File: config.mk
export PLATFORM = sky130hd
export DESIGN_NAME = cpc_queue
export DESIGN_NICKNAME = d
export VERILOG_FILES = /design/src/hdl/cpc_pkg.sv /design/src/hdl/cpc_queue.sv
export SDC_FILE = /design/constraint.sdc
export NUM_CORES = 1
export LEC_CHECK = 0
export BUFFER_PORTS_ARGS = -buffer_cell sky130_fd_sc_hd__buf_2
export CAP_MARGIN = 10
export CELL_PAD_IN_SITES_DETAIL_PLACEMENT = 1
export CELL_PAD_IN_SITES_GLOBAL_PLACEMENT = 2
export CORE_ASPECT_RATIO = 1.75
export CORE_MARGIN = 2
export CORE_UTILIZATION = 42
export CTS_CLUSTER_SIZE = 24
export DETAILED_ROUTE_END_ITERATION = 10
export PLACE_DENSITY = 0.84
export SLEW_MARGIN = 20
export SYNTH_ARGS = -nofsm -noshare
export SYNTH_HDL_FRONTEND = slang
export SYNTH_SLANG_ARGS = --single-unit
export TNS_END_PERCENT = 1
File: constraint.sdc
create_clock -name clk -period 1.9 [get_ports clk]
set_input_delay 0.095 -clock clk [delete_from_list [all_inputs] [get_ports clk]]
set_output_delay 0.095 -clock clk [all_outputs]
set_load 0.05 [all_outputs]
File: src/hdl/cpc_pkg.sv
// Shared constants, types and helpers of the capsule collision block.
package cpc_pkg;

    localparam int COORD_BITS    = 16;
    localparam int AXES          = 3;
    localparam int AB_BITS       = COORD_BITS + 1;
    localparam int SQ_BITS       = 2 * AB_BITS;
    localparam int SUM_BITS      = SQ_BITS;
    localparam int DOT_BITS      = SUM_BITS + 1;
    localparam int WIDE_BITS     = SUM_BITS + 6;
    localparam int RADIUS_BITS   = 14;
    localparam int R2_BITS       = 2 * RADIUS_BITS;
    localparam int LIMIT_BITS    = 8;
    localparam int COUNT_BITS    = 8;
    localparam int HALF_BITS     = ((SUM_BITS > R2_BITS ? SUM_BITS : R2_BITS) + 1) / 2;
    localparam int MUL_BITS      = 2 * HALF_BITS;
    localparam int PP_BITS       = 2 * HALF_BITS;
    localparam int PROD_BITS     = 2 * MUL_BITS;
    localparam int RHS_BITS      = PROD_BITS + 1;
    localparam int CFG_IDX_BITS  = 3;
    localparam int CFG_DATA_BITS = COORD_BITS > RADIUS_BITS ? COORD_BITS : RADIUS_BITS;

    // Classifier pipeline depth and the queue behind it (depth is a power of two).
    localparam int FRONT_STAGES  = 5;
    localparam int QUEUE_DEPTH   = 8;
    localparam int QPTR_BITS     = $clog2(QUEUE_DEPTH);
    localparam int QCNT_BITS     = $clog2(QUEUE_DEPTH + 1);

    // Wide products formed from 4 half-width partial products.
    localparam int NUM_PROD      = 3;
    localparam int PP_TERMS      = 4;
    localparam int PROD_AP2_LEN  = 0;
    localparam int PROD_DOT_SQ   = 1;
    localparam int PROD_R2_LEN   = 2;
    localparam int PP_LO_LO      = 0;
    localparam int PP_LO_HI      = 1;
    localparam int PP_HI_LO      = 2;
    localparam int PP_HI_HI      = 3;

    // Projection window -0.05..1.05 scaled by 20.
    localparam int T_SCALE       = 20;
    localparam int T_HIGH        = 21;

    typedef logic signed [COORD_BITS-1:0] coord_t;
    typedef logic signed [AB_BITS-1:0]    ab_t;
    typedef logic signed [SQ_BITS-1:0]    sq_t;
    typedef logic        [SUM_BITS-1:0]   sum_t;
    typedef logic signed [DOT_BITS-1:0]   dot_t;
    typedef logic signed [WIDE_BITS-1:0]  wide_t;
    typedef logic        [RADIUS_BITS-1:0] radius_t;
    typedef logic        [R2_BITS-1:0]    r2_t;
    typedef logic        [LIMIT_BITS-1:0] limit_t;
    typedef logic        [COUNT_BITS-1:0] count_t;
    typedef logic        [MUL_BITS-1:0]   mul_t;
    typedef logic        [PP_BITS-1:0]    pp_t;
    typedef logic        [PROD_BITS-1:0]  prod_t;
    typedef logic        [RHS_BITS-1:0]   rhs_t;

    localparam sum_t    SHORT_LEN       = sum_t'(100);
    localparam radius_t RADIUS_RESET    = radius_t'(800);
    localparam limit_t  HIT_LIMIT_RESET = limit_t'(3);
    localparam count_t  COUNT_MAX       = '1;

    typedef enum logic [CFG_IDX_BITS-1:0] {
        CFG_SEG_START_X    = 3'd0,
        CFG_SEG_START_Y    = 3'd1,
        CFG_SEG_START_Z    = 3'd2,
        CFG_SEG_END_X      = 3'd3,
        CFG_SEG_END_Y      = 3'd4,
        CFG_SEG_END_Z      = 3'd5,
        CFG_CAPSULE_RADIUS = 3'd6,
        CFG_HIT_LIMIT      = 3'd7
    } cfg_idx_t;

    typedef struct packed {
        coord_t [AXES-1:0] seg_start;
        coord_t [AXES-1:0] seg_end;
        radius_t           capsule_radius;
        limit_t            hit_limit;
    } cfg_t;

    typedef struct packed {
        coord_t x;
        coord_t y;
        coord_t z;
        logic   last;
    } point_t;

    typedef struct packed {
        logic close;
        logic last;
    } q_entry_t;

    typedef struct packed {
        logic valid;
        logic close;
        logic last;
    } q_head_t;

    // Recombine four half-width partial products into the full product.
    function automatic prod_t join_pp(input pp_t lo_lo, input pp_t lo_hi,
                                      input pp_t hi_lo, input pp_t hi_hi);
        prod_t acc;
        acc = (prod_t'(hi_hi) << MUL_BITS)
            + ((prod_t'(lo_hi) + prod_t'(hi_lo)) << HALF_BITS)
            + prod_t'(lo_lo);
        return acc;
    endfunction

endpackage

File: src/hdl/cpc_queue.sv
// Short queue of classified points between the classifier and the counter.
module cpc_queue import cpc_pkg::*; (
    input  logic     clk,
    input  logic     rst_n,
    input  logic     push,
    input  q_entry_t push_entry,
    input  logic     pop,
    output q_head_t  head
);

    q_entry_t             mem [QUEUE_DEPTH];
    logic [QPTR_BITS-1:0] wr_ptr_reg;
    logic [QPTR_BITS-1:0] rd_ptr_reg;
    logic [QCNT_BITS-1:0] cnt_reg;
    logic [QCNT_BITS-1:0] cnt_next;

    always_comb
    begin
        cnt_next = cnt_reg + QCNT_BITS'(push) - QCNT_BITS'(pop);

        head.valid = (cnt_reg != '0);
        head.close = mem[rd_ptr_reg].close;
        head.last  = mem[rd_ptr_reg].last;
    end

    always_ff @(posedge clk or negedge rst_n)
    begin
        if (!rst_n)
        begin
            wr_ptr_reg <= '0;
            rd_ptr_reg <= '0;
            cnt_reg    <= '0;
        end
        else
        begin
            if (push)
            begin
                wr_ptr_reg <= wr_ptr_reg + QPTR_BITS'(1);
            end
            if (pop)
            begin
                rd_ptr_reg <= rd_ptr_reg + QPTR_BITS'(1);
            end
            cnt_reg <= cnt_next;
        end
    end

    always_ff @(posedge clk)
    begin
        if (push)
        begin
            mem[wr_ptr_reg] <= push_entry;
        end
    end

endmodule

==> metrics.md <==
| Metric | Value |
|---|---|
| Status | `complete, no violations` |
| Area growth syn-to-layout | `10.7%` |
| Pre-CTS setup slack | `0.214 ns` |
| Layout cells sized above 1 | `0.205` |
| LEAKAGE | `0.529 nW` |
| Fin Clk Skew | `0.00466 ns` |
| Met2 WL | `1.14 mm` |
| Initial Util | `0.439` |
| Post-synth cell types | `17` |
| Final wirelength | `1.94 mm` |
| Vias in the first global route | `717` |
| Max-Cap Viols | `0` |
| Slew Limit Headroom | `0.770` |
| Antenna Cells | `0` |
| Root buffer selected by CTS | `clkbuf_8` |
| Mux contribution to synthesized area | `0.129` |
| Max Clk Rate | `542 MHz` |
| Worst-path maximum fanout | `5` |
| Post-synthesis sequential area ratio | `0.627` |
| Compound-Gate Fraction of Synth Area | `0.0107` |
| Adder-cell share of the synthesized area | `0.0923` |
| Dpl cells | `109` |
| Final count of hold timing violations | `0` |
| FFs w/ async S/R, synth | `0.385` |
| Worst Hold Class | `in2reg` |
| Highest metal used | `met4` |
| Synthesized cell area | `1170 um2` |
| Post-Syn Instances | `75` |
| Deepest clock path buffer count | `2` |
| Setup TNS | `0 ns` |
| WL met1 | `704 um` |
| Num CTS Buffers | `3` |
| Yosys Warn Count | `0` |
| Crit-path cells | `mux4_1 > mux2_2 > buf_2` |
| Syn avg cell area | `15.5 um2` |
| Worst Path Buf+Inv | `1` |
| Die Wd | `43.8 um` |
| Top Ports | `9` |
| Crit path DAT | `1.75 ns` |
| Worst Path Required | `1.80 ns` |
| PortBufs | `8` |
| Vias per cell | `5.29` |
| Antenna Nets Post-Route | `0` |
| Synthesized Nets | `89` |
| Power density over the cells | `1610 nW/um2` |
| Top cells by area, synth | `edfxtp_1 (41%), dfrtp_1 (21%), mux4_1 (9.0%)` |
| Fillers | `269` |
| Grt total ovfl | `0` |
| Worst Tran Pin Value | `0.342 ns` |
| Core Box Area | `2660 um2` |
| Critical path class | `reg2out` |
| Register clock-pin slew on the reported worst setup and hold paths | `0.08 ns` |
| Avg WL per Cell | `16.9 um` |
| Worst path slowest cell | `mux4_1` |
| # rows | `25` |
| Post-synth EDFFs | `16` |
| Drc violations | `0` |
| Initial antenna violation count | `0` |
| Total die area | `3230 um2` |
| Hpwl dp | `1.52 mm` |
| Number of flip-flops in the largest register | `16` |
| Max stage delay on crit path | `0.56 ns` |
| Max VDD drop | `632 uV` |
| R2R setup slack | `0.29 ns` |
| Die Ht | `73.7 um` |
| RSZ-0062 raised after global routing | `no` |
| Pin count of the biggest net entering global routing | `15` |
| CTS sink count | `26` |
| Total track usage | `0.146` |
| Synth top area share | `0.412` |
| Most frequent cell after synthesis | `edfxtp_1` |
| Gpl congestion | `0.755` |
| Commonest cells in the synthesized netlist | `edfxtp_1 (16), dfrtp_1 (10), inv_1 (8)` |
| XOR/XNOR share of the synthesized area | `0.0451` |
| Worst-Skew Late Latency | `0.27 ns` |
| Area fraction in and, or, nand and nor cells after synthesis | `0.0612` |
| First-pass GRT wire length | `3.32 mm` |
| Final setup vio count | `0` |
| CTS tree | `built` |
| CP endpoint kind | `output pin` |
| CP delay by family, top | `multiplexers` |
| DRT iter0 DRCs | `10` |
| Pins over their slew limit | `0` |
| Fin Hold WS | `0.0667 ns` |
| Largest family of logic cells by synthesized area | `multiplexers` |
| Synth area leader | `edfxtp_1` |
| Final min period | `1.84 ns` |
| Vias post-DR | `608` |
| Yosys reg bits | `26` |
| WL met3 | `42 um` |
| Post-synth top flop | `edfxtp_1` |
| Total Nets Final | `103` |
| Drt first pass iters | `4` |
| Fin crit share | `0.970` |
| Worst setup margin | `0.0562 ns` |
| CTS HTree Levels | `1` |
| Layout Cells excl Fill | `115` |
| Crit path launch type | `flop` |
-- layout make-up --
cell class              count  area [um2]  share of cell area
multi-input cells          40         390               0.302
well taps                  27        33.8              0.0262
flip-flops and latches     26         732               0.567
clock buffers               4        45.0              0.0349
repair buffers             10        60.1              0.0465
inverters                   8        30.0              0.0233
-- per-stage QoR --
step / utilization / area, um2 / total power [mW]
6_report: 0.486 / 1290 / 2.07
2_1_floorplan: - / 1170 / 1.57
5_1_grt: 0.486 / 1290 / 2.25
3_3_place_gp: 0.462 / 1230 / 1.69
4_1_cts: 0.486 / 1290 / 2.09
3_5_place_dp: 0.462 / 1230 / 1.76
-- per-layer routing --
layer  global-route usage  vias to the layer above
li1                     -                      291
met1                0.141                      301
met2                0.284                       11
met3               0.0221                        5
met4               0.0707                        0
met5                    0                        -
-- placed cells by master, fill, tap and decap left out --
cell type,instances
mux2_2,4
nor2_1,6
a21o_1,1
fa_1,1
edfxtp_1,16
clkbuf_1,1
dlygate4sd3_1,1
xor2_1,3
xnor2_1,3
buf_4,2
nand2b_1,3
mux4_2,1
nor3_1,2
dfrtp_2,1
dfrtp_1,9
ha_1,7
clkbuf_8,3
a21oi_1,1
inv_1,8
nand2_1,4
mux4_1,3
buf_2,7
nand3_1,1
-- path summary, 6_finish.rpt --
check	start	to	cells past startpoint
min reg2reg	wr_ptr_reg[2]	wr_ptr_reg[2]	1
min in group asynchronous	rst_n	wr_ptr_reg[2]	2
min	pop	rd_ptr_reg[0]	2
max	rd_ptr_reg[0]	head[0]	3
max reg2reg	cnt_reg[0]	cnt_reg[2]	7
max in group asynchronous	rst_n	rd_ptr_reg[0]	2
-- report_power, final --
part / internal (mW) / leakage, nW / switching, mW
registers: 0.775 / 0.261 / 0.140
logic: 0.391 / 0.246 / 0.458
clock network: 0.150 / 0.0228 / 0.161
-- logic make-up (layout without fill, tap and decap cells) --
family / count (synthesis) / in the layout
DFF: 26 / 26
xor gates and xnor gates: 6 / 6
muxes: 8 / 8
AOI/OAI and AO/OA: 2 / 2
adders and majority gates: 8 / 8
buffers and inverters: 9 / 22
and+or+nand+nor: 16 / 16
-- what timing repair did --
action                     in CTS  in global routing
setup endpoints to repair       2                  1
hold buffers                    1                  0
resized for setup               1                  3
buffers inserted                1                  0
hold endpoints to repair       10                  0
(Power assumes the default switching activity.)
