### config.mk
export PLATFORM = sky130hd
export DESIGN_NAME = cpc_cfg_flat
export DESIGN_NICKNAME = d
export VERILOG_FILES = /design/src/hdl/cpc_pkg.sv /design/src/hdl/cpc_if.sv /design/src/hdl/cpc_cfg.sv /design/src/flat_wrapper.sv
export SDC_FILE = /design/constraint.sdc
export NUM_CORES = 1
export LEC_CHECK = 0
export ABC_AREA = 1
export BUFFER_PORTS_ARGS = -buffer_cell sky130_fd_sc_hd__buf_4
export CAP_MARGIN = 20
export CORE_MARGIN = 1.5
export CORE_UTILIZATION = 34
export DETAILED_ROUTE_END_ITERATION = 16
export PLACE_DENSITY = 0.55
export SETUP_SLACK_MARGIN = 0.4
export SLEW_MARGIN = 10
export SYNTH_ARGS = -nofsm -noshare
export SYNTH_HDL_FRONTEND = slang
export SYNTH_SLANG_ARGS = --single-unit
export TNS_END_PERCENT = 1
### constraint.sdc
create_clock -name clk -period 0.8 [get_ports clk]
set_clock_uncertainty 0.05 [all_clocks]
set_input_delay 0.08 -clock clk [delete_from_list [all_inputs] [get_ports clk]]
set_output_delay 0.08 -clock clk [all_outputs]
set_load 0.05 [all_outputs]
### src/hdl/cpc_pkg.sv
// Shared constants, types and helpers of the capsule collision block.
package cpc_pkg;

    localparam int COORD_BITS    = 16;
    localparam int AXES          = 3;
    localparam int AB_BITS       = COORD_BITS + 1;
    localparam int SQ_BITS       = 2 * AB_BITS;
    localparam int SUM_BITS      = SQ_BITS;
    localparam int DOT_BITS      = SUM_BITS + 1;
    localparam int WIDE_BITS     = SUM_BITS + 6;
    localparam int RADIUS_BITS   = 14;
    localparam int R2_BITS       = 2 * RADIUS_BITS;
    localparam int LIMIT_BITS    = 8;
    localparam int COUNT_BITS    = 8;
    localparam int HALF_BITS     = ((SUM_BITS > R2_BITS ? SUM_BITS : R2_BITS) + 1) / 2;
    localparam int MUL_BITS      = 2 * HALF_BITS;
    localparam int PP_BITS       = 2 * HALF_BITS;
    localparam int PROD_BITS     = 2 * MUL_BITS;
    localparam int RHS_BITS      = PROD_BITS + 1;
    localparam int CFG_IDX_BITS  = 3;
    localparam int CFG_DATA_BITS = COORD_BITS > RADIUS_BITS ? COORD_BITS : RADIUS_BITS;

    // Classifier pipeline depth and the queue behind it (depth is a power of two).
    localparam int FRONT_STAGES  = 5;
    localparam int QUEUE_DEPTH   = 8;
    localparam int QPTR_BITS     = $clog2(QUEUE_DEPTH);
    localparam int QCNT_BITS     = $clog2(QUEUE_DEPTH + 1);

    // Wide products formed from 4 half-width partial products.
    localparam int NUM_PROD      = 3;
    localparam int PP_TERMS      = 4;
    localparam int PROD_AP2_LEN  = 0;
    localparam int PROD_DOT_SQ   = 1;
    localparam int PROD_R2_LEN   = 2;
    localparam int PP_LO_LO      = 0;
    localparam int PP_LO_HI      = 1;
    localparam int PP_HI_LO      = 2;
    localparam int PP_HI_HI      = 3;

    // Projection window -0.05..1.05 scaled by 20.
    localparam int T_SCALE       = 20;
    localparam int T_HIGH        = 21;

    typedef logic signed [COORD_BITS-1:0] coord_t;
    typedef logic signed [AB_BITS-1:0]    ab_t;
    typedef logic signed [SQ_BITS-1:0]    sq_t;
    typedef logic        [SUM_BITS-1:0]   sum_t;
    typedef logic signed [DOT_BITS-1:0]   dot_t;
    typedef logic signed [WIDE_BITS-1:0]  wide_t;
    typedef logic        [RADIUS_BITS-1:0] radius_t;
    typedef logic        [R2_BITS-1:0]    r2_t;
    typedef logic        [LIMIT_BITS-1:0] limit_t;
    typedef logic        [COUNT_BITS-1:0] count_t;
    typedef logic        [MUL_BITS-1:0]   mul_t;
    typedef logic        [PP_BITS-1:0]    pp_t;
    typedef logic        [PROD_BITS-1:0]  prod_t;
    typedef logic        [RHS_BITS-1:0]   rhs_t;

    localparam sum_t    SHORT_LEN       = sum_t'(100);
    localparam radius_t RADIUS_RESET    = radius_t'(800);
    localparam limit_t  HIT_LIMIT_RESET = limit_t'(3);
    localparam count_t  COUNT_MAX       = '1;

    typedef enum logic [CFG_IDX_BITS-1:0] {
        CFG_SEG_START_X    = 3'd0,
        CFG_SEG_START_Y    = 3'd1,
        CFG_SEG_START_Z    = 3'd2,
        CFG_SEG_END_X      = 3'd3,
        CFG_SEG_END_Y      = 3'd4,
        CFG_SEG_END_Z      = 3'd5,
        CFG_CAPSULE_RADIUS = 3'd6,
        CFG_HIT_LIMIT      = 3'd7
    } cfg_idx_t;

    typedef struct packed {
        coord_t [AXES-1:0] seg_start;
        coord_t [AXES-1:0] seg_end;
        radius_t           capsule_radius;
        limit_t            hit_limit;
    } cfg_t;

    typedef struct packed {
        coord_t x;
        coord_t y;
        coord_t z;
        logic   last;
    } point_t;

    typedef struct packed {
        logic close;
        logic last;
    } q_entry_t;

    typedef struct packed {
        logic valid;
        logic close;
        logic last;
    } q_head_t;

    // Recombine four half-width partial products into the full product.
    function automatic prod_t join_pp(input pp_t lo_lo, input pp_t lo_hi,
                                      input pp_t hi_lo, input pp_t hi_hi);
        prod_t acc;
        acc = (prod_t'(hi_hi) << MUL_BITS)
            + ((prod_t'(lo_hi) + prod_t'(hi_lo)) << HALF_BITS)
            + prod_t'(lo_lo);
        return acc;
    endfunction

endpackage

### src/hdl/cpc_if.sv


interface cpc_cfg_if import cpc_pkg::*; ();
    logic                     valid;
    logic                     ready;
    logic [CFG_IDX_BITS-1:0]  index;
    logic [CFG_DATA_BITS-1:0] data;

    modport source (output valid, output index, output data, input ready);
    modport sink   (input valid, input index, input data, output ready);
endinterface

### src/hdl/cpc_cfg.sv
// Configuration register file of the capsule collision block.
module cpc_cfg import cpc_pkg::*; (
    input  logic    clk,
    input  logic    rst_n,
    cpc_cfg_if.sink cfg,
    output cfg_t    cfg_q
);

    cfg_t cfg_reg;

    assign cfg.ready = 1'b1;
    assign cfg_q     = cfg_reg;

    always_ff @(posedge clk or negedge rst_n)
    begin
        if (!rst_n)
        begin
            cfg_reg.seg_start      <= '0;
            cfg_reg.seg_end        <= '0;
            cfg_reg.capsule_radius <= RADIUS_RESET;
            cfg_reg.hit_limit      <= HIT_LIMIT_RESET;
        end
        else if (cfg.valid)
        begin
            case (cfg_idx_t'(cfg.index))
                CFG_SEG_START_X:    cfg_reg.seg_start[0]   <= cfg.data[COORD_BITS-1:0];
                CFG_SEG_START_Y:    cfg_reg.seg_start[1]   <= cfg.data[COORD_BITS-1:0];
                CFG_SEG_START_Z:    cfg_reg.seg_start[2]   <= cfg.data[COORD_BITS-1:0];
                CFG_SEG_END_X:      cfg_reg.seg_end[0]     <= cfg.data[COORD_BITS-1:0];
                CFG_SEG_END_Y:      cfg_reg.seg_end[1]     <= cfg.data[COORD_BITS-1:0];
                CFG_SEG_END_Z:      cfg_reg.seg_end[2]     <= cfg.data[COORD_BITS-1:0];
                CFG_CAPSULE_RADIUS: cfg_reg.capsule_radius <= cfg.data[RADIUS_BITS-1:0];
                CFG_HIT_LIMIT:      cfg_reg.hit_limit      <= cfg.data[LIMIT_BITS-1:0];
                default:            cfg_reg                <= cfg_reg;
            endcase
        end
    end

endmodule

### src/flat_wrapper.sv
// flat-port wrapper written by rule: the top's interface ports become plain ports
module cpc_cfg_flat import cpc_pkg::*;
  (clk, rst_n, cfg_q, cfg_valid, cfg_index, cfg_data, cfg_ready);
  cpc_cfg_if cfg_i ();
  input  logic clk;
  input  logic rst_n;
  output cfg_t cfg_q;
  input wire logic [$bits(cfg_i.valid)-1:0] cfg_valid;
  input wire logic [$bits(cfg_i.index)-1:0] cfg_index;
  input wire logic [$bits(cfg_i.data)-1:0] cfg_data;
  output wire logic [$bits(cfg_i.ready)-1:0] cfg_ready;
  assign cfg_i.valid = cfg_valid;
  assign cfg_i.index = cfg_index;
  assign cfg_i.data = cfg_data;
  assign cfg_ready = cfg_i.ready;
  cpc_cfg u_core (.clk(clk), .rst_n(rst_n), .cfg(cfg_i), .cfg_q(cfg_q));
endmodule
==> impl_metrics.env <==
export IMPL_p_comb_share_pct=35.0
export IMPL_cts_tree="done"
export IMPL_p_sw_share_pct=38.00
export IMPL_drive_above_1_share_pct=31.27
export IMPL_synthTopCellsByArea="dfrtp_1 60%, nand2_1 24%, nand3_1 6.8%"
export IMPL_setup_slack_ps=-434.3
export IMPL_io_pins=141
export IMPL_globalRouteOverflowTotal=0
export IMPL_total_power_w=0.02390
export IMPL_power_switching_w=0.009084
export IMPL_clock_power_share_pct=31.1
export IMPL_netlist_area_leader_share_pct=60.44
export IMPL_start_util_pct=35.05
export IMPL_top_layer_used="met4"
export IMPL_largest_reg_flops=118
export IMPL_port_buffers=139
export IMPL_synth_top_family_by_area="simple AND/OR/NAND/NOR gates"
export IMPL_track_usage_pct=20.48
export IMPL_met2_length_um=6655
export IMPL_rsz0062_at_grt="yes"
export IMPL_grt_max_degree=68
export IMPL_startpoint_type="register"
export IMPL_viasPerCell=4.582
export IMPL_synth_warnings=0
export IMPL_synth_distinct_cells=15
export IMPL_required_ps=670
export IMPL_endpoint_kind="output port"
export IMPL_core_mm2=0.01335
export IMPL_fin_area_mm2=0.007136
export IMPL_cts_max_level=4
export IMPL_crit_slowest_cell="dfstp_2"
export IMPL_fmax_mhz=810.2
export IMPL_slew_viol_final=0
export IMPL_pwr_share_seq_pct=33.9
export IMPL_n_antenna_cell=0
export IMPL_grt_pass1_wl_um=22270
export IMPL_synth_mux_area_share_pct=0
export IMPL_hold_viol=232
export IMPL_intPower_w=0.01482
export IMPL_crit_chain="buf_8"
export IMPL_crit_type="register to output port"
export IMPL_drc=0
export IMPL_clk_pin_slew_worst_paths_ps=50
export IMPL_r2r_start="u_core.cfg_q[0]"
export IMPL_synth_seq_area_share_pct=63.25
export IMPL_cts_root_buf="clkbuf_16"
export IMPL_placed_cell_area_mm2=0.006041
export IMPL_crit_family="flip-flops"
export IMPL_post_place_ws_ps=-302.6
export IMPL_crit_buf_inv=1
export IMPL_synth_seq_cells=118
export IMPL_synthAdderAreaFrac_pct=0
export IMPL_fp_dieH_um=120.3
export IMPL_routed_wl_um=13940
export IMPL_whs_ps=-374.0
export IMPL_yosys_area_top_type="dfrtp_1"
export IMPL_ant_nets=0
export IMPL_timing_final_crit_share_pct=154.3
export IMPL_clk_latency_ps=400
export IMPL_synthXorXnorAreaFrac_pct=0
export IMPL_antenna_found_initial=0
export IMPL_numCtsBuffers=17
export IMPL_grt_pass1_vias=3921
export IMPL_hpwl_um=9550
export IMPL_clock_sinks=118
export IMPL_die_x_um=120.3
export IMPL_status="finished with violations"
export IMPL_finalCriticalPeriod_ps=1234
export IMPL_via_count=3986
export IMPL_mappedNetlistArea_mm2=0.004678
export IMPL_nNetsFinal=703
export IMPL_postLayoutCoreUtil_pct=53.46
export IMPL_initialDrtViolationCount=257
export IMPL_wl_per_cell_um=16.03
export IMPL_maxCapViolations=0
export IMPL_setup_viol=119
export IMPL_startpoint="u_core.cfg_q[16]"
export IMPL_met3_length_um=1056
export IMPL_fillers=1228
export IMPL_power_density_mw_per_mm2=3350
export IMPL_synth_compound_area_share_pct=0
export IMPL_rows=42
export IMPL_yosys_area_share_simple_pct=32.87
export IMPL_place_congestion=0.7763
export IMPL_hold_path_class="input pin to async pin"
export IMPL_irDropWorstVdd_mv=1.565
export IMPL_worstPathMaxFanout=2
export IMPL_drt_met1_wl_um=6118
export IMPL_synthCells=531
export IMPL_crit_arrival_ps=1100
export IMPL_first_pass_iters=4
export IMPL_dieArea_mm2=0.01447
export IMPL_area_growth_syn_to_layout_pct=52.53
export IMPL_violations="negative hold slack, negative setup slack"
export IMPL_p_leak_nw=3.854
export IMPL_avgSynthCellArea_um2=8.810
export IMPL_cpPeakStageDelay_ps=550
export IMPL_clockBufferDepth=2
export IMPL_syn_num_nets=553
[per-layer routing]
metal | track usage, % | vias up
li1 | - | 1951
met4 | 6.618 | 0
met2 | 32.07 | 128
met3 | 5.377 | 9
met1 | 27.84 | 1898
met5 | 0 | -
[worst paths after layout]
| kind | end | slack, ps | depth (start not counted) |
|---|---|---|---|
| max | cfg_q[16] | -430 | 1 |
| min | u_core.cfg_q[89] | -370 | 2 |
| max reg2reg | u_core.cfg_q[0] | -50 | 3 |
| min reg2reg | u_core.cfg_q[1] | 420 | 2 |
| max in group asynchronous | u_core.cfg_q[16] | 710 | 2 |
| min in group clk | u_core.cfg_q[36] | -110 | 3 |
[area by class of cell]
class / count / area, µm² / area share, %
sequential: 118 / 2960 / 41.49
timing repair buffer: 162 / 1769 / 24.79
multi-input combinational: 376 / 1577 / 22.09
clock buffer: 22 / 484.2 / 6.786
tap: 176 / 220.2 / 3.086
clock inverter: 10 / 102.6 / 1.438
inverter: 6 / 22.52 / 0.3156
[layout by cell type, fill, tap and decap left out, drive strengths merged]
cell and count:
dfrtp 113, buf 162, inv 6, conb 1, nand2 303, clkinvlp 1, nand3 64, clkinv 7
nor2 8, dfstp 5, bufinv 2, clkbuf 22
[cells by family after synthesis]
family,after synthesis
AND/OR/NAND/NOR,375
flip-flops,118
buffers and inverters,37
other,1
[worst register-to-register path, cell delays in order (launching register included)]
cell     delay, ps
dfstp_2        540
buf_4          110
nand2_1         40
nand2_1         60
[cell usage after synthesis]
cell type and number:
buf_4 2, nor2_4 4, nand2_2 6, nor2_1 2, inv_2 3, clkbuf_1 4, clkbuf_2 7, nor2_2 2
buf_2 18, nand3_1 64, inv_1 3, dfrtp_1 113, nand2_1 297, dfstp_2 5, conb_1 1
[power groups by stage]
| stage | Sequential, W | Combinational (W) | Clock (W) |
|---|---|---|---|
| final | 0.00809 | 0.00838 | 0.00743 |
| after global routing | 0.00821 | 0.00883 | 0.00784 |
| after CTS | 0.00810 | 0.00841 | 0.00760 |
| after detailed placement | 0.00795 | 0.00767 | 0 |
| after global placement | 0.00793 | 0.00760 | 0 |
| after floorplan | 0.0118 | 0.00110 | 0 |
[what timing repair did]
item	CTS	global route
pin swaps	122	116
cloned	0	0
buffers inserted	0	1
hold endpoints to repair	236	233
resized for setup	123	10
setup endpoints to repair	236	236
[metrics by stage]
step / cells / setup TNS (ps) / hold slack, ps
after floorplan: 531 / -10220 / -265.6
after global placement: 837 / -26990 / 57.83
after detailed placement: 837 / -29050 / 58.05
after CTS: 869 / -37910 / -380.3
after global routing: 870 / -38750 / -365.9
final: 870 / -34810 / -374.0
(Power assumes the default switching activity.)
