**src/hdl/cpc_pkg.sv**
```systemverilog
// Shared constants, types and helpers of the capsule collision block.
package cpc_pkg;

    localparam int COORD_BITS    = 16;
    localparam int AXES          = 3;
    localparam int AB_BITS       = COORD_BITS + 1;
    localparam int SQ_BITS       = 2 * AB_BITS;
    localparam int SUM_BITS      = SQ_BITS;
    localparam int DOT_BITS      = SUM_BITS + 1;
    localparam int WIDE_BITS     = SUM_BITS + 6;
    localparam int RADIUS_BITS   = 14;
    localparam int R2_BITS       = 2 * RADIUS_BITS;
    localparam int LIMIT_BITS    = 8;
    localparam int COUNT_BITS    = 8;
    localparam int HALF_BITS     = ((SUM_BITS > R2_BITS ? SUM_BITS : R2_BITS) + 1) / 2;
    localparam int MUL_BITS      = 2 * HALF_BITS;
    localparam int PP_BITS       = 2 * HALF_BITS;
    localparam int PROD_BITS     = 2 * MUL_BITS;
    localparam int RHS_BITS      = PROD_BITS + 1;
    localparam int CFG_IDX_BITS  = 3;
    localparam int CFG_DATA_BITS = COORD_BITS > RADIUS_BITS ? COORD_BITS : RADIUS_BITS;

    // Classifier pipeline depth and the queue behind it (depth is a power of two).
    localparam int FRONT_STAGES  = 5;
    localparam int QUEUE_DEPTH   = 8;
    localparam int QPTR_BITS     = $clog2(QUEUE_DEPTH);
    localparam int QCNT_BITS     = $clog2(QUEUE_DEPTH + 1);

    // Wide products formed from 4 half-width partial products.
    localparam int NUM_PROD      = 3;
    localparam int PP_TERMS      = 4;
    localparam int PROD_AP2_LEN  = 0;
    localparam int PROD_DOT_SQ   = 1;
    localparam int PROD_R2_LEN   = 2;
    localparam int PP_LO_LO      = 0;
    localparam int PP_LO_HI      = 1;
    localparam int PP_HI_LO      = 2;
    localparam int PP_HI_HI      = 3;

    // Projection window -0.05..1.05 scaled by 20.
    localparam int T_SCALE       = 20;
    localparam int T_HIGH        = 21;

    typedef logic signed [COORD_BITS-1:0] coord_t;
    typedef logic signed [AB_BITS-1:0]    ab_t;
    typedef logic signed [SQ_BITS-1:0]    sq_t;
    typedef logic        [SUM_BITS-1:0]   sum_t;
    typedef logic signed [DOT_BITS-1:0]   dot_t;
    typedef logic signed [WIDE_BITS-1:0]  wide_t;
    typedef logic        [RADIUS_BITS-1:0] radius_t;
    typedef logic        [R2_BITS-1:0]    r2_t;
    typedef logic        [LIMIT_BITS-1:0] limit_t;
    typedef logic        [COUNT_BITS-1:0] count_t;
    typedef logic        [MUL_BITS-1:0]   mul_t;
    typedef logic        [PP_BITS-1:0]    pp_t;
    typedef logic        [PROD_BITS-1:0]  prod_t;
    typedef logic        [RHS_BITS-1:0]   rhs_t;

    localparam sum_t    SHORT_LEN       = sum_t'(100);
    localparam radius_t RADIUS_RESET    = radius_t'(800);
    localparam limit_t  HIT_LIMIT_RESET = limit_t'(3);
    localparam count_t  COUNT_MAX       = '1;

    typedef enum logic [CFG_IDX_BITS-1:0] {
        CFG_SEG_START_X    = 3'd0,
        CFG_SEG_START_Y    = 3'd1,
        CFG_SEG_START_Z    = 3'd2,
        CFG_SEG_END_X      = 3'd3,
        CFG_SEG_END_Y      = 3'd4,
        CFG_SEG_END_Z      = 3'd5,
        CFG_CAPSULE_RADIUS = 3'd6,
        CFG_HIT_LIMIT      = 3'd7
    } cfg_idx_t;

    typedef struct packed {
        coord_t [AXES-1:0] seg_start;
        coord_t [AXES-1:0] seg_end;
        radius_t           capsule_radius;
        limit_t            hit_limit;
    } cfg_t;

    typedef struct packed {
        coord_t x;
        coord_t y;
        coord_t z;
        logic   last;
    } point_t;

    typedef struct packed {
        logic close;
        logic last;
    } q_entry_t;

    typedef struct packed {
        logic valid;
        logic close;
        logic last;
    } q_head_t;

    // Recombine four half-width partial products into the full product.
    function automatic prod_t join_pp(input pp_t lo_lo, input pp_t lo_hi,
                                      input pp_t hi_lo, input pp_t hi_hi);
        prod_t acc;
        acc = (prod_t'(hi_hi) << MUL_BITS)
            + ((prod_t'(lo_hi) + prod_t'(hi_lo)) << HALF_BITS)
            + prod_t'(lo_lo);
        return acc;
    endfunction

endpackage

```
**src/hdl/cpc_if.sv**
```systemverilog


interface cpc_result_if import cpc_pkg::*; ();
    logic   valid;
    logic   ready;
    logic   collision;
    count_t close_count;

    modport source (output valid, output collision, output close_count, input ready);
    modport sink   (input valid, input collision, input close_count, output ready);
endinterface


```
**src/hdl/cpc_back.sv**
```systemverilog
// Close-point counter, collision decision and result register.
module cpc_back import cpc_pkg::*; (
    input  logic          clk,
    input  logic          rst_n,
    input  q_head_t       head,
    input  limit_t        hit_limit,
    output logic          pop,
    cpc_result_if.source  result
);

    count_t hit_cnt_reg;
    count_t hit_cnt_next;
    logic   decided_reg;
    logic   decided_next;
    logic   out_valid_reg;
    logic   out_valid_next;
    logic   collision_reg;
    logic   collision_next;
    count_t count_reg;
    count_t count_next;

    count_t cnt_inc;
    count_t cnt_after;
    logic   counted;
    logic   emit_hit;
    logic   emit_end;
    logic   take;

    always_comb
    begin
        take = !out_valid_reg || result.ready;
        pop  = head.valid && take;

        // saturate at the top of the counter
        cnt_inc   = (hit_cnt_reg == COUNT_MAX) ? hit_cnt_reg : hit_cnt_reg + count_t'(1);
        counted   = !decided_reg && head.close;
        cnt_after = counted ? cnt_inc : hit_cnt_reg;
        emit_hit  = counted && (cnt_inc > hit_limit);
        emit_end  = !decided_reg && !emit_hit && head.last;

        hit_cnt_next   = hit_cnt_reg;
        decided_next   = decided_reg;
        out_valid_next = out_valid_reg && !result.ready;
        collision_next = collision_reg;
        count_next     = count_reg;

        if (pop)
        begin
            if (head.last)
            begin
                hit_cnt_next = '0;
                decided_next = 1'b0;
            end
            else
            begin
                hit_cnt_next = cnt_after;
                decided_next = decided_reg || emit_hit;
            end
            if (emit_hit || emit_end)
            begin
                out_valid_next = 1'b1;
                collision_next = emit_hit;
                count_next     = cnt_after;
            end
        end
    end

    always_ff @(posedge clk or negedge rst_n)
    begin
        if (!rst_n)
        begin
            hit_cnt_reg   <= '0;
            decided_reg   <= 1'b0;
            out_valid_reg <= 1'b0;
        end
        else
        begin
            hit_cnt_reg   <= hit_cnt_next;
            decided_reg   <= decided_next;
            out_valid_reg <= out_valid_next;
        end
    end

    always_ff @(posedge clk)
    begin
        collision_reg <= collision_next;
        count_reg     <= count_next;
    end

    assign result.valid       = out_valid_reg;
    assign result.collision   = collision_reg;
    assign result.close_count = count_reg;

endmodule

```
**src/flat_wrapper.sv**
```systemverilog
// flat-port wrapper written by rule: the top's interface ports become plain ports
module cpc_back_flat import cpc_pkg::*;
  (clk, rst_n, head, hit_limit, pop, result_valid, result_collision, result_close_count, result_ready);
  cpc_result_if result_i ();
  input  logic clk;
  input  logic rst_n;
  input  q_head_t head;
  input  limit_t hit_limit;
  output logic pop;
  output wire logic [$bits(result_i.valid)-1:0] result_valid;
  output wire logic [$bits(result_i.collision)-1:0] result_collision;
  output wire logic [$bits(result_i.close_count)-1:0] result_close_count;
  input wire logic [$bits(result_i.ready)-1:0] result_ready;
  assign result_valid = result_i.valid;
  assign result_collision = result_i.collision;
  assign result_close_count = result_i.close_count;
  assign result_i.ready = result_ready;
  cpc_back u_core (.clk(clk), .rst_n(rst_n), .head(head), .hit_limit(hit_limit), .pop(pop), .result(result_i));
endmodule
```
**config.mk**
```make
export PLATFORM = sky130hd
export DESIGN_NAME = cpc_back_flat
export DESIGN_NICKNAME = d
export VERILOG_FILES = /design/src/hdl/cpc_pkg.sv /design/src/hdl/cpc_if.sv /design/src/hdl/cpc_back.sv /design/src/flat_wrapper.sv
export SDC_FILE = /design/constraint.sdc
export NUM_CORES = 1
export LEC_CHECK = 0
export BUFFER_PORTS_ARGS = -buffer_cell sky130_fd_sc_hd__buf_4
export CAP_MARGIN = 25
export CORE_MARGIN = 2
export CORE_UTILIZATION = 55
export CTS_CLUSTER_SIZE = 8
export DETAILED_ROUTE_END_ITERATION = 16
export PLACE_DENSITY = 0.9
export SYNTH_ARGS = -nofsm -noshare
export SYNTH_HDL_FRONTEND = slang
export SYNTH_SLANG_ARGS = --single-unit
```
**constraint.sdc**
```tcl
create_clock -name clk -period 9.05 [get_ports clk]
set_input_delay 2.715 -clock clk [delete_from_list [all_inputs] [get_ports clk]]
set_output_delay 2.715 -clock clk [all_outputs]
set_load 0.01 [all_outputs]
```
==> results.yml, run 1 <==
outcome:
  status: "finished, final reports clean"
critical_path:
  critPathKind: "primary input to output pin"
  crit_slowest_cell: "nand2b_1"
  crit_path_end_kind: "output pin"
  cp_slowest_stage_delay_ps: 180
  crit_buf_inv: 3
  crit_path_max_fanout: 9
  path_delay_family: "buffers and inverters"
  cp_cell_sequence: "buf_4 -> nand2b_1 -> nand2_2 -> inv_1 -> buf_4"
  rr_worst_depth: 10
  arrival_ps: 3480
  cp_num_cells: 5
  cpMostUsedCell: "buf_4"
  crit_required_ps: 6340
  crit_path_start_kind: "primary input"
grt:
  grt_overflow_total: 0
  track_usage_pct: 24.4
  antenna_found_initial: 0
  grt_pass1_wl_mm: 4.95
  grt_max_degree: 12
  first_global_vias: 1100
cells_and_area:
  drive_gt1_share_pct: 21.1
  antenna_cells: 0
  instances_no_fill: 194
  final_cell_mix: "buf_4 (24), inv_1 (17), nand2_1 (11), nor2_1 (11), dfrtp_1 (10)"
  fillers: 173
  syn_to_final_growth_pct: 15.4
  final_core_util_pct: 67.7
  nets: 190
  layout_commonest_cell: "buf_4"
floorplan:
  die-area_um2: 2790
  fp.coreArea_um2: 2230
  die_h_um: 52.8
  chipWidth_um: 52.8
  start_util_pct: 58.7
  rows: 17
  ios: 25
detailed_routing:
  first_iter_violations: 34
  detail-route-antenna-nets: 0
  wl_per_cell_um: 14.5
  drc: 0
  drtPass1Iterations: 4
  via_per_inst: 5.90
  vias: 1144
  wl_mm: 2.82
yosys:
  ys_ff_latch: 19
  yosys_most_used_dff: "dfrtp_1"
  yosysSeqAreaShare_pct: 39.7
  synth_edf_count: 9
  syn_nets: 166
  async_flop_share_pct: 52.6
  syn_inst: 143
  avgSynthCellArea_um2: 9.16
  ys.warnings.count: 0
  syn_area_um2: 1310
  yosys.cell_types.count: 40
placement:
  hpwlAfterDp_mm: 2.16
  place_inst: 190
  gp_congestion: 0.897
  portBuffers: 24
min_path:
  hold_depth: 2
  holdCritPathClass: "flip-flop to flip-flop"
sta:
  clock.fmax_mhz: 161
  fin_skew_ps: 6.73
  worst_slew_pin_slew_ps: 966
  slew_headroom_pct: 35.6
  rsz0062_at_grt: "false"
  period_needed_ps: 6200
  slew_violations: 0
  hold_viol: 0
  setup-violations-final: 0
  fin_tns_setup_ps: 0
  fin_crit_sh_pct: 68.5
power_and_ir_drop:
  combPwrFrac_pct: 27.2
  power_frac_clock_pct: 21.0
  p_int_uw: 145
  seqPwrFrac_pct: 51.8
  p_leak_uw: 0.000713
  max-vdd-ir-drop_mv: 0.138
  power_density_nw_per_um2: 143
  p_switching_uw: 71.4
  p_sw_share_pct: 32.9
cts:
  htree_levels: 1
  cts_tree: "done"
  clock_latency_ps: 310
  cts_hold_buf: 0
  root_buffer: "clkbuf_4"
  cts.sinks: 19
  cts_buffers: 3
  post-cts-setup-buffer-count: 0
  clk_path_buf_depth: 2
  ctsResizeCount: 0
  clk_pin_slew_ps: 110
flow_run:
  maxCapViolations: 0
==> stage by stage <==
step                      setup WS, ps  instance area, um^2  hold slack (ps)  total power [uW]
after floorplan                   3190                 1310              538               154
after global placement            2910                 1480              570               169
after detailed placement          2860                 1480              583               173
after CTS                         2860                 1510              601               217
after global routing              2780                 1510              638               229
final                             2850                 1510              602               217
==> layer usage <==
metal	up-vias	routed length [um]	track usage (%)	share of wire, %
met1	527	1100	29.0	39
met4	0	51	9.40	1.8
li1	560	-	-	-
met5	-	0	0	0
met2	50	1490	43.1	53
met3	7	176	4.29	6.2
==> cells in the mapped netlist, types with 2 or more instances <==
library cell	n	area share (%)
o21ai_1	2	0.76
nand2_1	11	3.2
o21ai_0	8	3.1
inv_1	17	4.9
ha_1	9	8.6
a21o_1	4	2.3
xnor2_1	5	3.3
nand3_1	5	1.9
a31oi_1	2	0.95
nand2b_1	4	1.9
and4_1	2	1.3
clkbuf_1	2	0.57
or4_1	2	1.1
dfrtp_1	10	19
nand4_1	4	1.9
nor3_1	3	1.1
edfxtp_1	9	21
buf_6	3	2.6
nor2_1	11	3.2
mux2_2	3	2.6
a21oi_1	7	2.7
a221oi_1	2	1.3
==> tightest hold or removal path, stage by stage (launching register included) <==
cell     delay [ps]
dfrtp_1         430
inv_1            90
a21oi_1          60
==> kinds of logic after synthesis <==
logic type	Yosys count	share of synthesized area (%)
mux	4	3.34
fa+ha+maj	9	8.60
flops	19	39.7
simple gates	50	20.2
buf+inv	22	8.02
xor+xnor	6	4.01
compound gates	33	16.1
==> area by class of cell <==
class	count	area, um^2	area share [%]
multi-input combinational	102	684	45.3
sequential	19	520	34.4
timing repair buffer	24	180	11.9
inverter	17	63.8	4.22
tap	28	35.0	2.32
clock buffer	3	22.5	1.49
clock inverter	1	5.00	0.331
==> final timing paths <==
| check | startpoint | end | slack, ps |
|---|---|---|---|
| max reg2reg | u_core.hit_cnt_reg[0] | u_core.result.close_count[5] | 5490 |
| min reg2reg | u_core.decided_reg | u_core.decided_reg | 600 |
| max | result_ready | pop | 2850 |
| max in group asynchronous | rst_n | u_core.hit_cnt_reg[0] | 6690 |
| min | u_core.decided_reg | u_core.decided_reg | 600 |
| min in group asynchronous | rst_n | u_core.hit_cnt_reg[3] | 2210 |
==> power by group through the flow <==
stage | combinational (uW) | sequential [uW] | clock, uW
after detailed placement | 58.8 | 114 | 0
after floorplan | 43.9 | 111 | 0
after global placement | 55.8 | 113 | 0
after global routing | 66.1 | 114 | 48.8
final | 58.9 | 112 | 45.6
after CTS | 59.1 | 112 | 45.8
No activity file was read; power rests on OpenSTA's default activity.
==> run 2, diff against run 1 <==
--- a/config.mk
+++ b/config.mk
@@ -8,10 +8,10 @@
 export BUFFER_PORTS_ARGS = -buffer_cell sky130_fd_sc_hd__buf_4
 export CAP_MARGIN = 25
 export CORE_MARGIN = 2
-export CORE_UTILIZATION = 55
+export CORE_UTILIZATION = 49
 export CTS_CLUSTER_SIZE = 8
 export DETAILED_ROUTE_END_ITERATION = 16
-export PLACE_DENSITY = 0.9
+export PLACE_DENSITY = 0.86
 export SYNTH_ARGS = -nofsm -noshare
 export SYNTH_HDL_FRONTEND = slang
 export SYNTH_SLANG_ARGS = --single-unit
==> constraint.sdc (replaced) <==
create_clock -name clk -period 5.6 [get_ports clk]
set_input_delay 1.68 -clock clk [delete_from_list [all_inputs] [get_ports clk]]
set_output_delay 1.68 -clock clk [all_outputs]
set_load 0.01 [all_outputs]
==> run 2 against run 1 <==
Via count up 1.4%. Clock skew fell by 1.9 ps. Non-clock buffer count unchanged. Count of clock-buffer cells in the layout grew 1. Largest cell class unchanged. Power is 59% higher. Utilization decreased by 7.2 points. Highest routed layer unchanged. Die area grew 11%.
==> results.yml, run 2 (synthesis results as in run 1) <==
outcome:
  status: "finished, final reports clean"
critical_path:
  critPathKind: "primary input to output pin"
  rrSetupSlack_ps: 2030
  crit_path_max_fanout: 9
  rr_worst_depth: 10
  crit_required_ps: 3920
  r2r_start: "u_core.hit_cnt_reg[0]"
  crit-reg2reg-capture: "u_core.result.close_count[6]"
  arrival_ps: 2450
  crit_path_end_kind: "output pin"
  crit_path_start_kind: "primary input"
sta:
  slew_violations: 0
  holdWs_ps: 596
  hold_viol: 0
  fin_skew_ps: 4.87
  setup-violations-final: 0
  slew_headroom_pct: 36.9
  period_needed_ps: 4130
  worst_slew_pin_slew_ps: 946
  rsz0062_at_grt: "false"
  clock.fmax_mhz: 242
  fin_tns_setup_ps: 0
  fin_crit_sh_pct: 73.7
detailed_routing:
  drtPass1Iterations: 4
  first_iter_violations: 27
  vias: 1160
  detail-route-antenna-nets: 0
  wl_per_cell_um: 13.6
  drc: 0
  wl_mm: 2.67
  via_per_inst: 5.92
cts:
  cts.sinks: 19
  ctsResizeCount: 0
  cts_tree: "done"
  clock_latency_ps: 290
  cts_buffers: 3
  post-cts-setup-buffer-count: 0
  clk_path_buf_depth: 2
  root_buffer: "clkbuf_4"
  clk_pin_slew_ps: 100
  htree_levels: 1
  cts_hold_buf: 0
cells_and_area:
  drive_gt1_share_pct: 20.5
  final_cell_mix: "buf_4 (24), inv_1 (17), nand2_1 (11), nor2_1 (11), dfrtp_1 (10)"
  layout_commonest_cell: "buf_4"
  final_cell_area_um2: 1510
  syn_to_final_growth_pct: 15.5
  nets: 190
  antenna_cells: 0
  regArea_um2: 520
  fillers: 227
  multi_input_area_um2: 684
min_path:
  worstHoldEndpoint: "u_core.decided_reg"
  hold_depth: 2
  holdCritPathClass: "flip-flop to flip-flop"
  hp-start: "u_core.decided_reg"
power_and_ir_drop:
  power_density_nw_per_um2: 228
  p_leak_uw: 0.000710
  max-vdd-ir-drop_mv: 0.143
grt:
  antenna_found_initial: 0
  grt_overflow_total: 0
  track_usage_pct: 19.0
  grt_pass1_wl_mm: 4.77
  grt_max_degree: 11
  first_global_vias: 1088
placement:
  gp_congestion: 0.931
  place_area_um2: 1490
  portBuffers: 24
  hpwlAfterDp_mm: 2.12
floorplan:
  ios: 25
  rows: 18
  fp.coreArea_um2: 2500
  chipWidth_um: 55.7
  die-area_um2: 3100
  start_util_pct: 52.4
  die_h_um: 55.7
flow_run:
  maxCapViolations: 0
==> run 2: changes by cell type in the layout (fill, tap and decap cells not counted), sizes merged <==
cell	before	now
clkbuf	3	4
clkinv	1	0
==> run 2: how the worst max path moves through the flow <==
stage,from,end,slack [ps],cells past startpoint
after floorplan,result_ready,pop,1810,3
after global placement,result_ready,pop,1530,5
after detailed placement,result_ready,pop,1490,5
after CTS,result_ready,pop,1490,5
after global routing,result_ready,pop,1440,5
final,result_ready,pop,1470,5
==> run 2: where the power goes <==
group	total (uW)	switching, uW	internal (uW)
sequential	181	18.1	163
combinational	95.0	50.1	44.9
clock	68.2	40.5	27.7
==> run 2: worst max-delay path, stage by stage <==
cell	delay, ps
buf_4	110
nand2b_1	180
nand2_2	180
inv_1	130
buf_4	160
==> run 2: per-stage QoR <==
stage,utilization (%),worst slack (ps),power (uW),instances
floorplan,-,1810,250,143
global placement,59.5,1530,273,192
detailed placement,59.5,1490,279,192
CTS,60.5,1490,346,196
global route,60.5,1440,368,196
finish,60.5,1470,344,196
==> run 2: layout make-up <==
cell class	count	area share, %
Multi-Input combinational cell	102	45.2
Sequential cell	19	34.4
Timing Repair Buffer	24	11.9
Inverter	17	4.22
Tap cell	30	2.48
Clock buffer	4	1.74
==> run 2: per-layer routing <==
metal | wire (um) | GRT usage (%)
met2 | 1380 | 33.7
met4 | 23 | 5.23
met3 | 201 | 3.26
met5 | 0 | 0
met1 | 1060 | 23.8
==> run 3, diff against run 2 <==
--- a/config.mk
+++ b/config.mk
@@ -8,10 +8,10 @@
 export BUFFER_PORTS_ARGS = -buffer_cell sky130_fd_sc_hd__buf_4
 export CAP_MARGIN = 25
 export CORE_MARGIN = 2
-export CORE_UTILIZATION = 49
+export CORE_UTILIZATION = 54
 export CTS_CLUSTER_SIZE = 8
 export DETAILED_ROUTE_END_ITERATION = 16
-export PLACE_DENSITY = 0.86
+export PLACE_DENSITY = 0.89
 export SYNTH_ARGS = -nofsm -noshare
 export SYNTH_HDL_FRONTEND = slang
 export SYNTH_SLANG_ARGS = --single-unit
==> constraint.sdc (replaced) <==
create_clock -name clk -period 4.3 [get_ports clk]
set_input_delay 1.29 -clock clk [delete_from_list [all_inputs] [get_ports clk]]
set_output_delay 1.29 -clock clk [all_outputs]
set_load 0.01 [all_outputs]
==> run 3 against run 2 <==
Clock power rose by 28%. Routed wire length rose by 7.9%. Highest routed layer unchanged. Count of clock-buffer cells in the layout unchanged. Final cell count decreased by 0.51%. Critical path type unchanged.
==> results.yml, run 3 (synthesis results as in run 1) <==
outcome:
  status: "finished, final reports clean"
floorplan:
  die-area_um2: 2840
  rows: 17
  ios: 25
  chipWidth_um: 53.3
  die_h_um: 53.3
  fp.coreArea_um2: 2250
  start_util_pct: 58.1
detailed_routing:
  via_per_inst: 5.95
  wl_mm: 2.88
  vias: 1161
  drtPass1Iterations: 4
  wl_per_cell_um: 14.8
  drc: 0
  first_iter_violations: 24
  detail-route-antenna-nets: 0
cts:
  cts_buffers: 3
  cts_tree: "done"
  clk_pin_slew_ps: 100
  cts_hold_buf: 0
  htree_levels: 1
  root_buffer: "clkbuf_4"
  post-cts-setup-buffer-count: 0
  clock_latency_ps: 290
  clk_path_buf_depth: 2
  cts.sinks: 19
  ctsResizeCount: 0
placement:
  gp_congestion: 0.923
  hpwlAfterDp_mm: 2.23
  place_ws_ps: 960
  portBuffers: 24
critical_path:
  crit_end: "pop"
  rr_worst_depth: 10
  rrSetupSlack_ps: 1110
  crit_path_max_fanout: 9
  crit_required_ps: 3010
  critPathKind: "primary input to output pin"
  crit_path_end_kind: "output pin"
  r2r_start: "u_core.hit_cnt_reg[0]"
  setup.worst_path.start: "result_ready"
  crit_path_start_kind: "primary input"
  crit-reg2reg-capture: "u_core.result.close_count[2]"
  arrival_ps: 2080
grt:
  grt_overflow_total: 0
  first_global_vias: 1199
  grt_pass1_wl_mm: 4.99
  track_usage_pct: 24.4
  grt_max_degree: 11
  antenna_found_initial: 0
cells_and_area:
  layout_commonest_cell: "buf_4"
  antenna_cells: 0
  final_cell_mix: "buf_4 (25), inv_1 (17), nand2_1 (11), nor2_1 (11), dfrtp_1 (10)"
  drive_gt1_share_pct: 21.0
  syn_to_final_growth_pct: 15.9
  nets: 191
  fillers: 195
  final_core_util_pct: 67.3
sta:
  rsz0062_at_grt: "false"
  slew_headroom_pct: 65.4
  fin_ws_ps: 935
  clock.fmax_mhz: 297
  fin_skew_ps: 4.72
  setup-violations-final: 0
  hold_viol: 0
  period_needed_ps: 3370
  worst_slew_pin_slew_ps: 518
  fin_tns_setup_ps: 0
  fin_crit_sh_pct: 78.3
  slew_violations: 0
power_and_ir_drop:
  p_switching_uw: 142
  power_frac_clock_pct: 19.4
  seqPwrFrac_pct: 52.5
  combPwrFrac_pct: 28.1
  p_int_uw: 308
  max-vdd-ir-drop_mv: 0.247
  p_sw_share_pct: 31.6
  p_leak_uw: 0.000715
  power_density_nw_per_um2: 296
min_path:
  hold_depth: 2
  holdCritPathClass: "flip-flop to flip-flop"
flow_run:
  maxCapViolations: 0
-- run 3: changes by cell type in the layout (fill, tap and decap cells not counted) --
| cell | delta |
|---|---|
| buf_4 | +1 |
-- run 3: worst min-delay path by stage --
stage                          start               endpoint  slack (ps)
6_report          u_core.decided_reg     u_core.decided_reg         610
4_1_cts           u_core.decided_reg     u_core.decided_reg         610
2_1_floorplan  u_core.hit_cnt_reg[5]  u_core.hit_cnt_reg[5]         540
3_5_place_dp      u_core.decided_reg     u_core.decided_reg         590
3_3_place_gp   u_core.hit_cnt_reg[5]  u_core.hit_cnt_reg[5]         590
5_1_grt           u_core.decided_reg     u_core.decided_reg         640
-- run 3: layout make-up --
class | count | area [um^2] | share of cell area [%]
flip-flops and latches | 19 | 520 | 34.3
well taps | 28 | 35.0 | 2.31
repair buffers | 25 | 188 | 12.4
clock buffers | 4 | 26.3 | 1.73
inverters | 17 | 63.8 | 4.20
multi-input cells | 102 | 684 | 45.1
-- run 3: power groups by stage --
stage	Sequential (uW)	Combinational, uW	Clock (uW)
after floorplan	233	92.3	0
after global placement	238	118	0
after detailed placement	240	126	0
after CTS	236	126	88.6
after global routing	239	143	95.3
final	236	127	87.2
-- run 3: per-layer routing --
metal | track usage (%) | vias to the layer above | wire length, um
li1 | - | 563 | -
met1 | 28.1 | 565 | 1190
met2 | 44.0 | 31 | 1540
met3 | 5.93 | 2 | 131
met4 | 7.26 | 0 | 12
met5 | 0 | - | 0
-- run 3: per-stage QoR --
| step | hold WS [ps] | std cells | area (um^2) | total power (uW) |
|---|---|---|---|---|
| floorplan | 538 | 143 | 1310 | 325 |
| global placement | 588 | 191 | 1490 | 356 |
| detailed placement | 592 | 191 | 1490 | 365 |
| CTS | 607 | 195 | 1520 | 451 |
| global route | 638 | 195 | 1520 | 477 |
| finish | 614 | 195 | 1520 | 450 |
-- run 3: critical path, stage by stage --
cell      delay [ps]
buf_4            100
nand2b_1         190
nand2_2          190
inv_1            130
buf_4            170
